**src/rtl/core/mipd_pkg.sv**
```systemverilog
`timescale 1ns / 1ps
// ----------------------------------------------------------------------------
// mipd_pkg
// Shared types and constants for the mains input presence detector.
// ----------------------------------------------------------------------------
package mipd_pkg;

    // Channel count default and number of physical pins
    localparam int CHANNELS  = 8;
    localparam int PIN_COUNT = 8;

    // Field widths
    localparam int CNT_W  = 8;
    localparam int DEB_W  = 4;
    localparam int CFG_W  = 8;
    localparam int IDX_W  = 3;

    // Register indexes
    localparam logic [IDX_W-1:0] REG_WINDOW_TICKS  = 3'd0;
    localparam logic [IDX_W-1:0] REG_SAMPLE_TICKS  = 3'd1;
    localparam logic [IDX_W-1:0] REG_LOW_THRESHOLD = 3'd2;
    localparam logic [IDX_W-1:0] REG_TOGGLE_MODE   = 3'd3;
    localparam logic [IDX_W-1:0] REG_CYCLES_ON     = 3'd4;
    localparam logic [IDX_W-1:0] REG_CYCLES_OFF    = 3'd5;

    // Register reset values
    localparam logic [CNT_W-1:0] WINDOW_TICKS_RST  = 8'd125;
    localparam logic [CNT_W-1:0] SAMPLE_TICKS_RST  = 8'd70;
    localparam logic [CNT_W-1:0] LOW_THRESHOLD_RST = 8'd40;
    localparam logic             TOGGLE_MODE_RST   = 1'b1;
    localparam logic [DEB_W-1:0] CYCLES_ON_RST     = 4'd1;
    localparam logic [DEB_W-1:0] CYCLES_OFF_RST    = 4'd1;

    // Judgement settings shared by all channels
    typedef struct packed {
        logic [CNT_W-1:0] low_threshold;
        logic             toggle_mode;
        logic [DEB_W-1:0] cycles_on;
        logic [DEB_W-1:0] cycles_off;
    } judge_cfg_t;

    // Per-tick window control for the channels
    typedef struct packed {
        logic count_en;
        logic judge_en;
        logic clear_en;
    } chan_ctrl_t;

endpackage

```
**src/rtl/core/mains_input_presence_detector_unit.sv**
```systemverilog
`timescale 1ns / 1ps
// ----------------------------------------------------------------------------
// mains_input_presence_detector_unit
// Counts high pin samples per channel over a window of timer ticks, judges
// every channel once per window and debounces the result into output bits.
// ----------------------------------------------------------------------------
// Results are registered. Throughput: one tick per cycle while s_tready is
// high; all channels are judged in parallel in the cycle of the transfer,
// and a two-entry output buffer keeps s_tready high while one result waits
// and drops it when both are full. Synchronous active-low reset clears the
// window position, all channel state, output buffer; restores the registers.
// ----------------------------------------------------------------------------
module mains_input_presence_detector_unit #(
    parameter int CHANNELS = mipd_pkg::CHANNELS
) (
    input  logic                          aclk,
    input  logic                          aresetn,
    // configuration write port
    input  logic                          cfg_wr_en,
    input  logic [mipd_pkg::IDX_W-1:0]    cfg_index,
    input  logic [mipd_pkg::CFG_W-1:0]    cfg_data,
    // input ticks
    input  logic                          s_tvalid,
    output logic                          s_tready,
    input  logic [7:0]                    s_tdata,   // [7:0] pin_levels
    // results
    output logic                          m_tvalid,
    input  logic                          m_tready,
    output logic [7:0]                    m_tdata,   // [7:0] channel_outputs
    output logic                          m_tuser    // [0] evaluated
);

    localparam int REPORTED = (CHANNELS < 8) ? CHANNELS : 8;

    // Configuration registers
    logic [mipd_pkg::CNT_W-1:0] window_ticks_reg;
    logic [mipd_pkg::CNT_W-1:0] sample_ticks_reg;
    mipd_pkg::judge_cfg_t       judge_cfg_reg;

    always_ff @(posedge aclk) begin
        if (!aresetn) begin
            window_ticks_reg            <= mipd_pkg::WINDOW_TICKS_RST;
            sample_ticks_reg            <= mipd_pkg::SAMPLE_TICKS_RST;
            judge_cfg_reg.low_threshold <= mipd_pkg::LOW_THRESHOLD_RST;
            judge_cfg_reg.toggle_mode   <= mipd_pkg::TOGGLE_MODE_RST;
            judge_cfg_reg.cycles_on     <= mipd_pkg::CYCLES_ON_RST;
            judge_cfg_reg.cycles_off    <= mipd_pkg::CYCLES_OFF_RST;
        end else if (cfg_wr_en) begin
            unique case (cfg_index)
                mipd_pkg::REG_WINDOW_TICKS:  window_ticks_reg <= cfg_data;
                mipd_pkg::REG_SAMPLE_TICKS:  sample_ticks_reg <= cfg_data;
                mipd_pkg::REG_LOW_THRESHOLD: judge_cfg_reg.low_threshold <= cfg_data;
                mipd_pkg::REG_TOGGLE_MODE:   judge_cfg_reg.toggle_mode <= cfg_data[0];
                mipd_pkg::REG_CYCLES_ON:
                    judge_cfg_reg.cycles_on <= cfg_data[mipd_pkg::DEB_W-1:0];
                mipd_pkg::REG_CYCLES_OFF:
                    judge_cfg_reg.cycles_off <= cfg_data[mipd_pkg::DEB_W-1:0];
                default: ;
            endcase
        end
    end

    // Handshake
    logic in_xfer, out_xfer;
    logic main_valid_reg, main_valid_next;
    logic skid_valid_reg, skid_valid_next;
    logic [7:0] main_data_reg, main_data_next, skid_data_reg, skid_data_next;
    logic main_eval_reg, main_eval_next, skid_eval_reg, skid_eval_next;

    assign s_tready = !skid_valid_reg;
    assign in_xfer  = s_tvalid && s_tready;
    assign out_xfer = main_valid_reg && m_tready;

    // Window position and per-tick control
    logic [mipd_pkg::CNT_W-1:0] pos_reg, pos_next;
    logic [mipd_pkg::CNT_W-1:0] last_pos, judge_pos;
    mipd_pkg::chan_ctrl_t       ctrl;

    always_comb begin
        last_pos = (window_ticks_reg < 8'd2) ? '0 : window_ticks_reg - 1'b1;
        if (sample_ticks_reg == '0) begin
            judge_pos = '0;
        end else if (sample_ticks_reg < window_ticks_reg) begin
            judge_pos = sample_ticks_reg - 1'b1;
        end else begin
            judge_pos = last_pos;
        end
        ctrl.count_en = in_xfer && (pos_reg < sample_ticks_reg);
        ctrl.judge_en = in_xfer && (pos_reg == judge_pos);
        ctrl.clear_en = in_xfer && (pos_reg >= last_pos);
        if (!in_xfer) begin
            pos_next = pos_reg;
        end else if (pos_reg >= last_pos) begin
            pos_next = '0;
        end else begin
            pos_next = pos_reg + 1'b1;
        end
    end

    // Channel array
    logic [CHANNELS-1:0] out_bits;

    for (genvar i = 0; i < CHANNELS; i++) begin : g_chan
        logic level;
        if (i < mipd_pkg::PIN_COUNT) begin : g_pin
            assign level = s_tdata[i];
        end else begin : g_nopin
            assign level = 1'b0;
        end
        mipd_channel u_chan (
            .aclk     (aclk),
            .aresetn  (aresetn),
            .cfg      (judge_cfg_reg),
            .ctrl     (ctrl),
            .level    (level),
            .out_next (out_bits[i])
        );
    end

    // Reported output bits, zero above the channel count
    logic [7:0] result_bits;

    always_comb begin
        result_bits = '0;
        result_bits[REPORTED-1:0] = out_bits[REPORTED-1:0];
    end

    // Two-entry output buffer
    always_comb begin
        main_valid_next = main_valid_reg;
        main_data_next  = main_data_reg;
        main_eval_next  = main_eval_reg;
        skid_valid_next = skid_valid_reg;
        skid_data_next  = skid_data_reg;
        skid_eval_next  = skid_eval_reg;
        if (out_xfer) begin
            if (skid_valid_reg) begin
                main_data_next  = skid_data_reg;
                main_eval_next  = skid_eval_reg;
                skid_valid_next = 1'b0;
            end else begin
                main_valid_next = 1'b0;
            end
        end
        if (in_xfer) begin
            if (!main_valid_next) begin
                main_valid_next = 1'b1;
                main_data_next  = result_bits;
                main_eval_next  = ctrl.judge_en;
            end else begin
                skid_valid_next = 1'b1;
                skid_data_next  = result_bits;
                skid_eval_next  = ctrl.judge_en;
            end
        end
    end

    always_ff @(posedge aclk) begin
        if (!aresetn) begin
            pos_reg        <= '0;
            main_valid_reg <= 1'b0;
            skid_valid_reg <= 1'b0;
        end else begin
            pos_reg        <= pos_next;
            main_valid_reg <= main_valid_next;
            skid_valid_reg <= skid_valid_next;
        end
        main_data_reg <= main_data_next;
        main_eval_reg <= main_eval_next;
        skid_data_reg <= skid_data_next;
        skid_eval_reg <= skid_eval_next;
    end

    assign m_tvalid = main_valid_reg;
    assign m_tdata  = main_data_reg;
    assign m_tuser  = main_eval_reg;

endmodule

```
**src/rtl/core/mipd_channel.sv**
```systemverilog
`timescale 1ns / 1ps
// ----------------------------------------------------------------------------
// mipd_channel
// One detector channel: high-sample counter, debounce counters, active flag
// and output bit. State moves only on ticks flagged by the control struct.
// ----------------------------------------------------------------------------
module mipd_channel (
    input  logic                  aclk,
    input  logic                  aresetn,
    input  mipd_pkg::judge_cfg_t  cfg,
    input  mipd_pkg::chan_ctrl_t  ctrl,
    input  logic                  level,
    output logic                  out_next
);

    logic [mipd_pkg::CNT_W-1:0] count_reg, count_next, count_inc;
    logic [mipd_pkg::DEB_W-1:0] up_reg, up_next, up_inc;
    logic [mipd_pkg::DEB_W-1:0] down_reg, down_next, down_inc;
    logic                       active_reg, active_next;
    logic                       out_reg;

    // Saturating high-sample count, including this tick
    always_comb begin
        count_inc = count_reg;
        if (ctrl.count_en && level && (count_reg != {mipd_pkg::CNT_W{1'b1}})) begin
            count_inc = count_reg + 1'b1;
        end
    end

    // Candidate debounce values when judged
    assign up_inc   = (up_reg < cfg.cycles_on)    ? up_reg + 1'b1   : up_reg;
    assign down_inc = (down_reg < cfg.cycles_off) ? down_reg + 1'b1 : down_reg;

    // Judgement and window clear
    always_comb begin
        up_next     = up_reg;
        down_next   = down_reg;
        active_next = active_reg;
        out_next    = out_reg;
        if (ctrl.judge_en) begin
            if (count_inc < cfg.low_threshold) begin
                down_next = '0;
                up_next   = up_inc;
                if ((up_inc >= cfg.cycles_on) && !active_reg) begin
                    active_next = 1'b1;
                    out_next    = cfg.toggle_mode ? ~out_reg : 1'b1;
                end
            end else begin
                up_next   = '0;
                down_next = down_inc;
                if ((down_inc >= cfg.cycles_off) && active_reg) begin
                    active_next = 1'b0;
                    if (!cfg.toggle_mode) begin
                        out_next = 1'b0;
                    end
                end
            end
        end
        count_next = ctrl.clear_en ? '0 : count_inc;
    end

    always_ff @(posedge aclk) begin
        if (!aresetn) begin
            count_reg  <= '0;
            up_reg     <= '0;
            down_reg   <= '0;
            active_reg <= 1'b0;
            out_reg    <= 1'b0;
        end else begin
            count_reg  <= count_next;
            up_reg     <= up_next;
            down_reg   <= down_next;
            active_reg <= active_next;
            out_reg    <= out_next;
        end
    end

endmodule

```
**config.mk**
```make
export PLATFORM = sky130hd
export DESIGN_NAME = mains_input_presence_detector_unit
export DESIGN_NICKNAME = d
export VERILOG_FILES = /design/src/rtl/core/mipd_pkg.sv /design/src/rtl/core/mains_input_presence_detector_unit.sv /design/src/rtl/core/mipd_channel.sv
export SDC_FILE = /design/constraint.sdc
export NUM_CORES = 1
export LEC_CHECK = 0
export BUFFER_PORTS_ARGS = -buffer_cell sky130_fd_sc_hd__buf_2
export CORE_ASPECT_RATIO = 1.4
export CORE_MARGIN = 3
export CORE_UTILIZATION = 30
export DETAILED_ROUTE_END_ITERATION = 8
export GPL_TIMING_DRIVEN = 0
export PLACE_DENSITY_LB_ADDON = 0.12
export SLEW_MARGIN = 10
export SYNTH_ARGS = -nofsm -noshare
export SYNTH_HDL_FRONTEND = slang
export SYNTH_SLANG_ARGS = --single-unit
export TNS_END_PERCENT = 1
```
**constraint.sdc**
```tcl
create_clock -name aclk -period 4.6 [get_ports aclk]
set_input_delay 0.23 -clock aclk [delete_from_list [all_inputs] [get_ports aclk]]
set_output_delay 0.23 -clock aclk [all_outputs]
set_load 0.02 [all_outputs]
```
# == Word-level counts from Yosys, hierarchy flattened ==
# Index checks and enable logic that the tools add are counted.
# totals
reg_bits,205
out_inout_bits,11
word_cells,357
# classes
add_sub_neg,27
magnitude_cmp,44
n_eq_ne,22
muxes,130
bitwise,9
n_reduce_logical,72
# op_table
operator,count
two-way mux 4 bit,32
two-way mux 8 bit,16
two-way mux 1 bit,82
< comparator 8 bit,10
adder 8 x 1 -> 8 bit (second input constant),9
adder 4 x 1 -> 4 bit (second input constant),16
greater-or-equal comparator 4 bit,16
< comparator 4 bit,16
!= test 8 bit (second input constant),8
logical AND 1 bit,37
AND reduction 3 bit,8
!= test 2 bit (second input constant),8
nonzero test 2 bit,8
subtractor 8 x 1 -> 8 bit (second input constant),2
AND reduction 2 bit,7
logical NOT 1 bit,9
NOT 1 bit,9
== test 8 bit,1
greater-or-equal comparator 8 bit,1
logical NOT 8 bit,1
< comparator 8 x 2 -> 1 bit (second input constant),1
== test 3 x 2 -> 1 bit (second input constant),2
== test 3 bit (second input constant),2
== test 3 x 1 -> 1 bit (second input constant),1
2 further kinds,2

# == Logic depth before layout (Yosys ltp) ==
# logic_depth
ltp_word,11
mapped_depth,22
mapped_depth_nobuf,20

# == Hierarchy ==
# From an unflattened synthesis, not the netlist that was laid out.
# unflattened
hier_cells,1832
hier_area_um2,15612.5
# by_module_without_submodules
module,n_inst,cells_per_inst,area_per_inst_um2,seq_area_each_um2
mipd_channel at g_chan[0].u_chan ...,7,183,1539.0,360.3
mains_input_presence_detector_unit,1,368,3296.9,1311.3
mipd_channel at g_chan[7].u_chan,1,183,1542.7,360.3

# == Worst setup path before layout ==
# Ideal clock, no wire load.
# synth_timing
path_type,flip-flop to flip-flop
start,register sample_ticks_reg[6] (netlist name)
end,"register main_data_reg[1], in the netlist m_tdata[1]"
setup_ns,0.074
arrival_ns,4.952
path_slack_ns,-0.427
path_stages_with_launch,23
n_path_buf,2
path_cell_list,dfxtp_1 inv_1 ha_1 a21o_1 a211o_1 a21oi_1 and2_1 clkbuf_1 nand2_1 nor3_1 xnor2_1 inv_1 ha_1 a21o_1 a21o_1 a211oi_1 or4b_1 a21o_1 and3_1 clkbuf_1 o31a_1 or4_1 a31oi_1
# synth_between
elab_chain_cells,10
elab_cells_between_ends,17
# synth_lines
item,line_no,text
start: declaration,mains_input_presence_detector_unit.sv:37,logic [mipd_pkg::CNT_W-1:0] sample_ticks_reg;
start signal: assignment,mains_input_presence_detector_unit.sv:43,sample_ticks_reg <= mipd_pkg::SAMPLE_TICKS_RST;
start signal: assignment,mains_input_presence_detector_unit.sv:51,mipd_pkg::REG_SAMPLE_TICKS: sample_ticks_reg <= cfg_data;
< comparator 8 bit,mains_input_presence_detector_unit.sv:88,ctrl.count_en = in_xfer && (pos_reg < sample_ticks_reg);
logical AND 1 bit,mains_input_presence_detector_unit.sv:88,
logical AND 1 bit (2 in a row),mipd_channel.sv:25,if (ctrl.count_en && level && (count_reg != {mipd_pkg::CNT_W{1'b1}})) begin
two-way mux 8 bit,mipd_channel.sv:25,
"named net g_chan[1].u_chan.count_inc, one bit",mipd_channel.sv:16,"logic [mipd_pkg::CNT_W-1:0] count_reg, count_next, count_inc;"
< comparator 8 bit,mipd_channel.sv:41,if (count_inc < cfg.low_threshold) begin
two-way mux 1 bit,mipd_channel.sv:41,
two-way mux 1 bit,mipd_channel.sv:40,if (ctrl.judge_en) begin
two-way mux 8 bit,mains_input_presence_detector_unit.sv:146,if (!main_valid_next) begin
two-way mux 8 bit,mains_input_presence_detector_unit.sv:145,if (in_xfer) begin
named net main_data_next[1],mains_input_presence_detector_unit.sv:67,"logic [7:0] main_data_reg, main_data_next, skid_data_reg, skid_data_next;"
end signal: assignment,mains_input_presence_detector_unit.sv:168,main_data_reg <= main_data_next;
end: declaration,mains_input_presence_detector_unit.sv:67,
# The timed path passes the listed nets, and every way through them passes these cells.
# A chain may end at the register's enable or synchronous reset.

# == Final worst setup path ==
# layout_timing
start,register sample_ticks_reg[6] (netlist name)
end,register skid_data_reg[7] (data pin)
# layout_between
elab_chain_cells,8
elab_cells_between_ends,15
# layout_lines
item,line_no,text
< comparator 8 bit,mains_input_presence_detector_unit.sv:88,
logical AND 1 bit,mains_input_presence_detector_unit.sv:88,
logical AND 1 bit (2 in a row),mipd_channel.sv:25,
two-way mux 8 bit,mipd_channel.sv:25,
"named net g_chan[7].u_chan.count_inc, one bit",mipd_channel.sv:16,
< comparator 8 bit,mipd_channel.sv:41,
two-way mux 1 bit,mipd_channel.sv:41,
two-way mux 1 bit,mipd_channel.sv:40,
named net g_chan[7].u_chan.out_next,mipd_channel.sv:13,output logic out_next
end signal: assignment,mains_input_presence_detector_unit.sv:170,skid_data_reg <= skid_data_next;
end: declaration,mains_input_presence_detector_unit.sv:67,
# The timed path passes the listed nets, and every way through them passes these cells.

==> results.cfg <==
[placed_design]
place_ws_ns = -1.23
dpl.hpwl_mm = 34.9
placed_area_um2 = 15800
port_buffers = 33
dpl.cell_count = 2386
finalWeightedCongestion = 0.796

[global_routing]
grt_pass1_wl_mm = 75.2
grt_overflow = 0
antenna_found_initial = 0
grt_usage_pct = 18.1
grt_max_degree = 18
grt_pass1_vias = 13040

[critical_path]
required_ns = 4.89
crit_arrival_ns = 4.96
reg2reg_from = sample_ticks_reg[6]$_SDFFE_PN1P_
worstPathMaxFanout = 4
cp-start-kind = flip-flop
endpoint_kind = flip-flop
crit_start = sample_ticks_reg[6]$_SDFFE_PN1P_
worstSetupPathType = reg2reg

[timing]
skew_ns = 0.0169
relSlewSlack_pct = 14.3
maxSlewViolCount = 0
hold_slack_ns = 0.0367
max_freq_ghz = 0.214
tightest_slew_ns = 1.29
rsz0062_at_grt = yes
finalCritPeriodShare_pct = 102
setup_violations = 6
setup_ws_ns = -0.0773
finalHoldViolCount = 0
period_needed_ns = 4.68

[layout]
num-fill-cells = 5020
largest_reg_flops = 64
layout.nets = 2075
area_growth_pct = 19.3
fin_area_um2 = 17600
drive_above_1_share_pct = 14.4
layout.cells.non_filler = 2483

[synthesis]
synth_xor_area_share_pct = 6.94
yosys.area_share.simple_pct = 18.6
ys_seq_area_share_pct = 28.4
yosysUniqueCellTypes = 63
synth_top_cell_by_area = dfxtp_1
synth_seq_cells = 205
avgSynthCellArea_um2 = 8.57
synth_cells = 1722
yosysTopAreaCellShare_pct = 26.6
synth.top_cells.by_area = dfxtp_1, ha_1, a21oi_1, a21o_1, xnor2_1
synth_nets = 1963
synth_compound_area_share_pct = 19.6
syn-cell-area_um2 = 14800
synth_edf_count = 9
ys_warn_count = 0
synth_mux_area_share_pct = 3.85
synthAdderAreaFrac_pct = 18.4
ys.flop_type = dfxtp_1
async_flop_share_pct = 0
synth_top_family_by_area = compound AO/OA/AOI/OAI gates

[route]
first_iter_violations = 445
ant_nets = 0
viasPerCell = 5.24
post-route-drc-count = 0
routedWlPerCell_um = 19.5
wl_mm = 48.4
first_pass_iters = 5
vias = 13009

[die]
core_um2 = 48400
initial_core_util_pct = 30.5
dieArea_um2 = 51900
die_w_um = 193
num_rows = 95
io_pins = 35
chipHeight_um = 268

[pwr]
peakVddDrop_v = 0.000290
p_leak_uw = 0.00738
power.density_nw_per_um2 = 241

[clock_tree]
cts.sinks = 205
cts_buffer_depth = 3
cts_tree = yes
cts_max_level = 1
clock_latency_ns = 0.55
cts_inserted_buffers = 25
cts.reportedPaths.clkPinSlew_ns = 0.06
root_buffer = clkbuf_16

[hold_path]
hold_path.startpoint = s_tvalid
min_path_type = in2reg

[status]
status = finished, violations left
violations = negative setup slack

[run]
max_cap_violations = 0
critical path, cell delays in order (launching register included):
cell      delay, ns
dfxtp_4        0.36
clkinv_4       0.07
ha_4           0.23
a21o_1         0.19
a211o_4        0.35
buf_6          0.14
a211oi_4       0.26
and4_4         0.31
nand3_4        0.09
xor2_2         0.21
inv_2          0.07
ha_4           0.24
a21o_1         0.18
a21o_1         0.16
a2111o_1       0.36
a2111o_1       0.40
o211ai_1       0.09
buf_4          0.17
buf_6          0.11
nand2_2        0.04
o221a_4        0.12
mux2i_4        0.20
inv_1          0.06
timing repair:
action | CTS | global route
endpoints found under the hold margin | 18 | 0
hold buffers | 9 | 0
buffers inserted | 23 | 23
setup endpoints to repair | 51 | 68
resized for setup | 55 | 78
pin swaps | 21 | 37
cell families after synthesis:
family / after synthesis
simple gates: 526
buf+inv: 163
xor+xnor: 117
flops: 205
mux: 53
compound gates: 441
fa+ha+maj: 217
worst paths after layout:
| check | cells past startpoint | slack [ns] | to |
|---|---|---|---|
| setup / recovery | 22 | -0.08 | skid_data_reg[7]$_DFFE_PP_ |
| hold / removal | 3 | 0.04 | skid_valid_reg$_SDFF_PN0_ |
| setup reg to reg | 22 | -0.08 | skid_data_reg[7]$_DFFE_PP_ |
| hold reg to reg | 2 | 0.45 | judge_cfg_reg[15]$_SDFFE_PN0P_ |
where the power goes:
part           leakage (uW)  switching (uW)  total (uW)  internal [uW]
clock network      0.000396             833        2000           1170
logic               0.00530             251         404            153
registers           0.00169            32.9        1840           1810
total               0.00738            1120        4250           3130
through the flow:
step / setup TNS, ns / utilization [%] / total power (uW)
finish: -0.144 / 36.4 / 4250
global route: -5.17 / 36.4 / 4420
CTS: -2.37 / 35.3 / 4290
detailed placement: -17.21 / 32.6 / 2240
global placement: -73.12 / 32.6 / 2240
floorplan: -0.00847 / - / 2110
cells in the mapped netlist (29+ instances only):
cell,number
a211oi_1,81
a21o_1,95
a21oi_1,151
clkbuf_1,57
dfxtp_1,196
ha_1,217
inv_1,96
nand2_1,173
nand2b_1,43
nand3_1,83
nand4_1,47
nor2_1,66
o21ai_0,29
xnor2_1,79
xor2_1,38
routing by layer:
metal,vias up,track usage (%),wire [um]
met3,78,1.86,1380
met1,6254,21.9,21200
met5,-,0,0
met2,169,33.7,24300
li1,6508,-,-
met4,0,6.32,1510
layout make-up:
cell class / count / area [um2] / share of cell area, %
buffer: 63 / 264 / 1.50
sequential: 205 / 4230 / 24.0
timing repair buffer: 88 / 628 / 3.57
clock inverter: 12 / 108 / 0.611
multi-input combinational: 1354 / 10500 / 59.7
antenna: 1 / 2.50 / 0.0142
tap: 630 / 788 / 4.48
inverter: 97 / 369 / 2.10
clock buffer: 33 / 696 / 3.95
cells in the final DEF, fill, tap and decap left out, types with 11 or more instances in the layout:
cell | netlist | routed
nand4b_1 | 15 | 15
o211ai_1 | 22 | 22
and4_1 | 14 | 13
clkbuf_16 | 0 | 25
dfxtp_1 | 196 | 182
clkbuf_1 | 57 | 57
buf_2 | 4 | 37
a21oi_1 | 151 | 132
inv_1 | 96 | 92
xor2_1 | 38 | 34
nand2b_1 | 43 | 42
ha_1 | 217 | 206
a21oi_4 | 0 | 11
nor2b_1 | 11 | 11
buf_4 | 0 | 41
a21oi_2 | 6 | 14
nand2_1 | 173 | 171
nor3_1 | 14 | 12
a21o_1 | 95 | 90
a211oi_1 | 81 | 77
nor2_1 | 66 | 61
nand4_1 | 47 | 47
o21ai_0 | 29 | 29
xnor2_1 | 79 | 77
mux2i_1 | 26 | 25
mux2_2 | 26 | 26
nand3_1 | 83 | 77
Note: power is estimated with default switching activity, not from simulation.
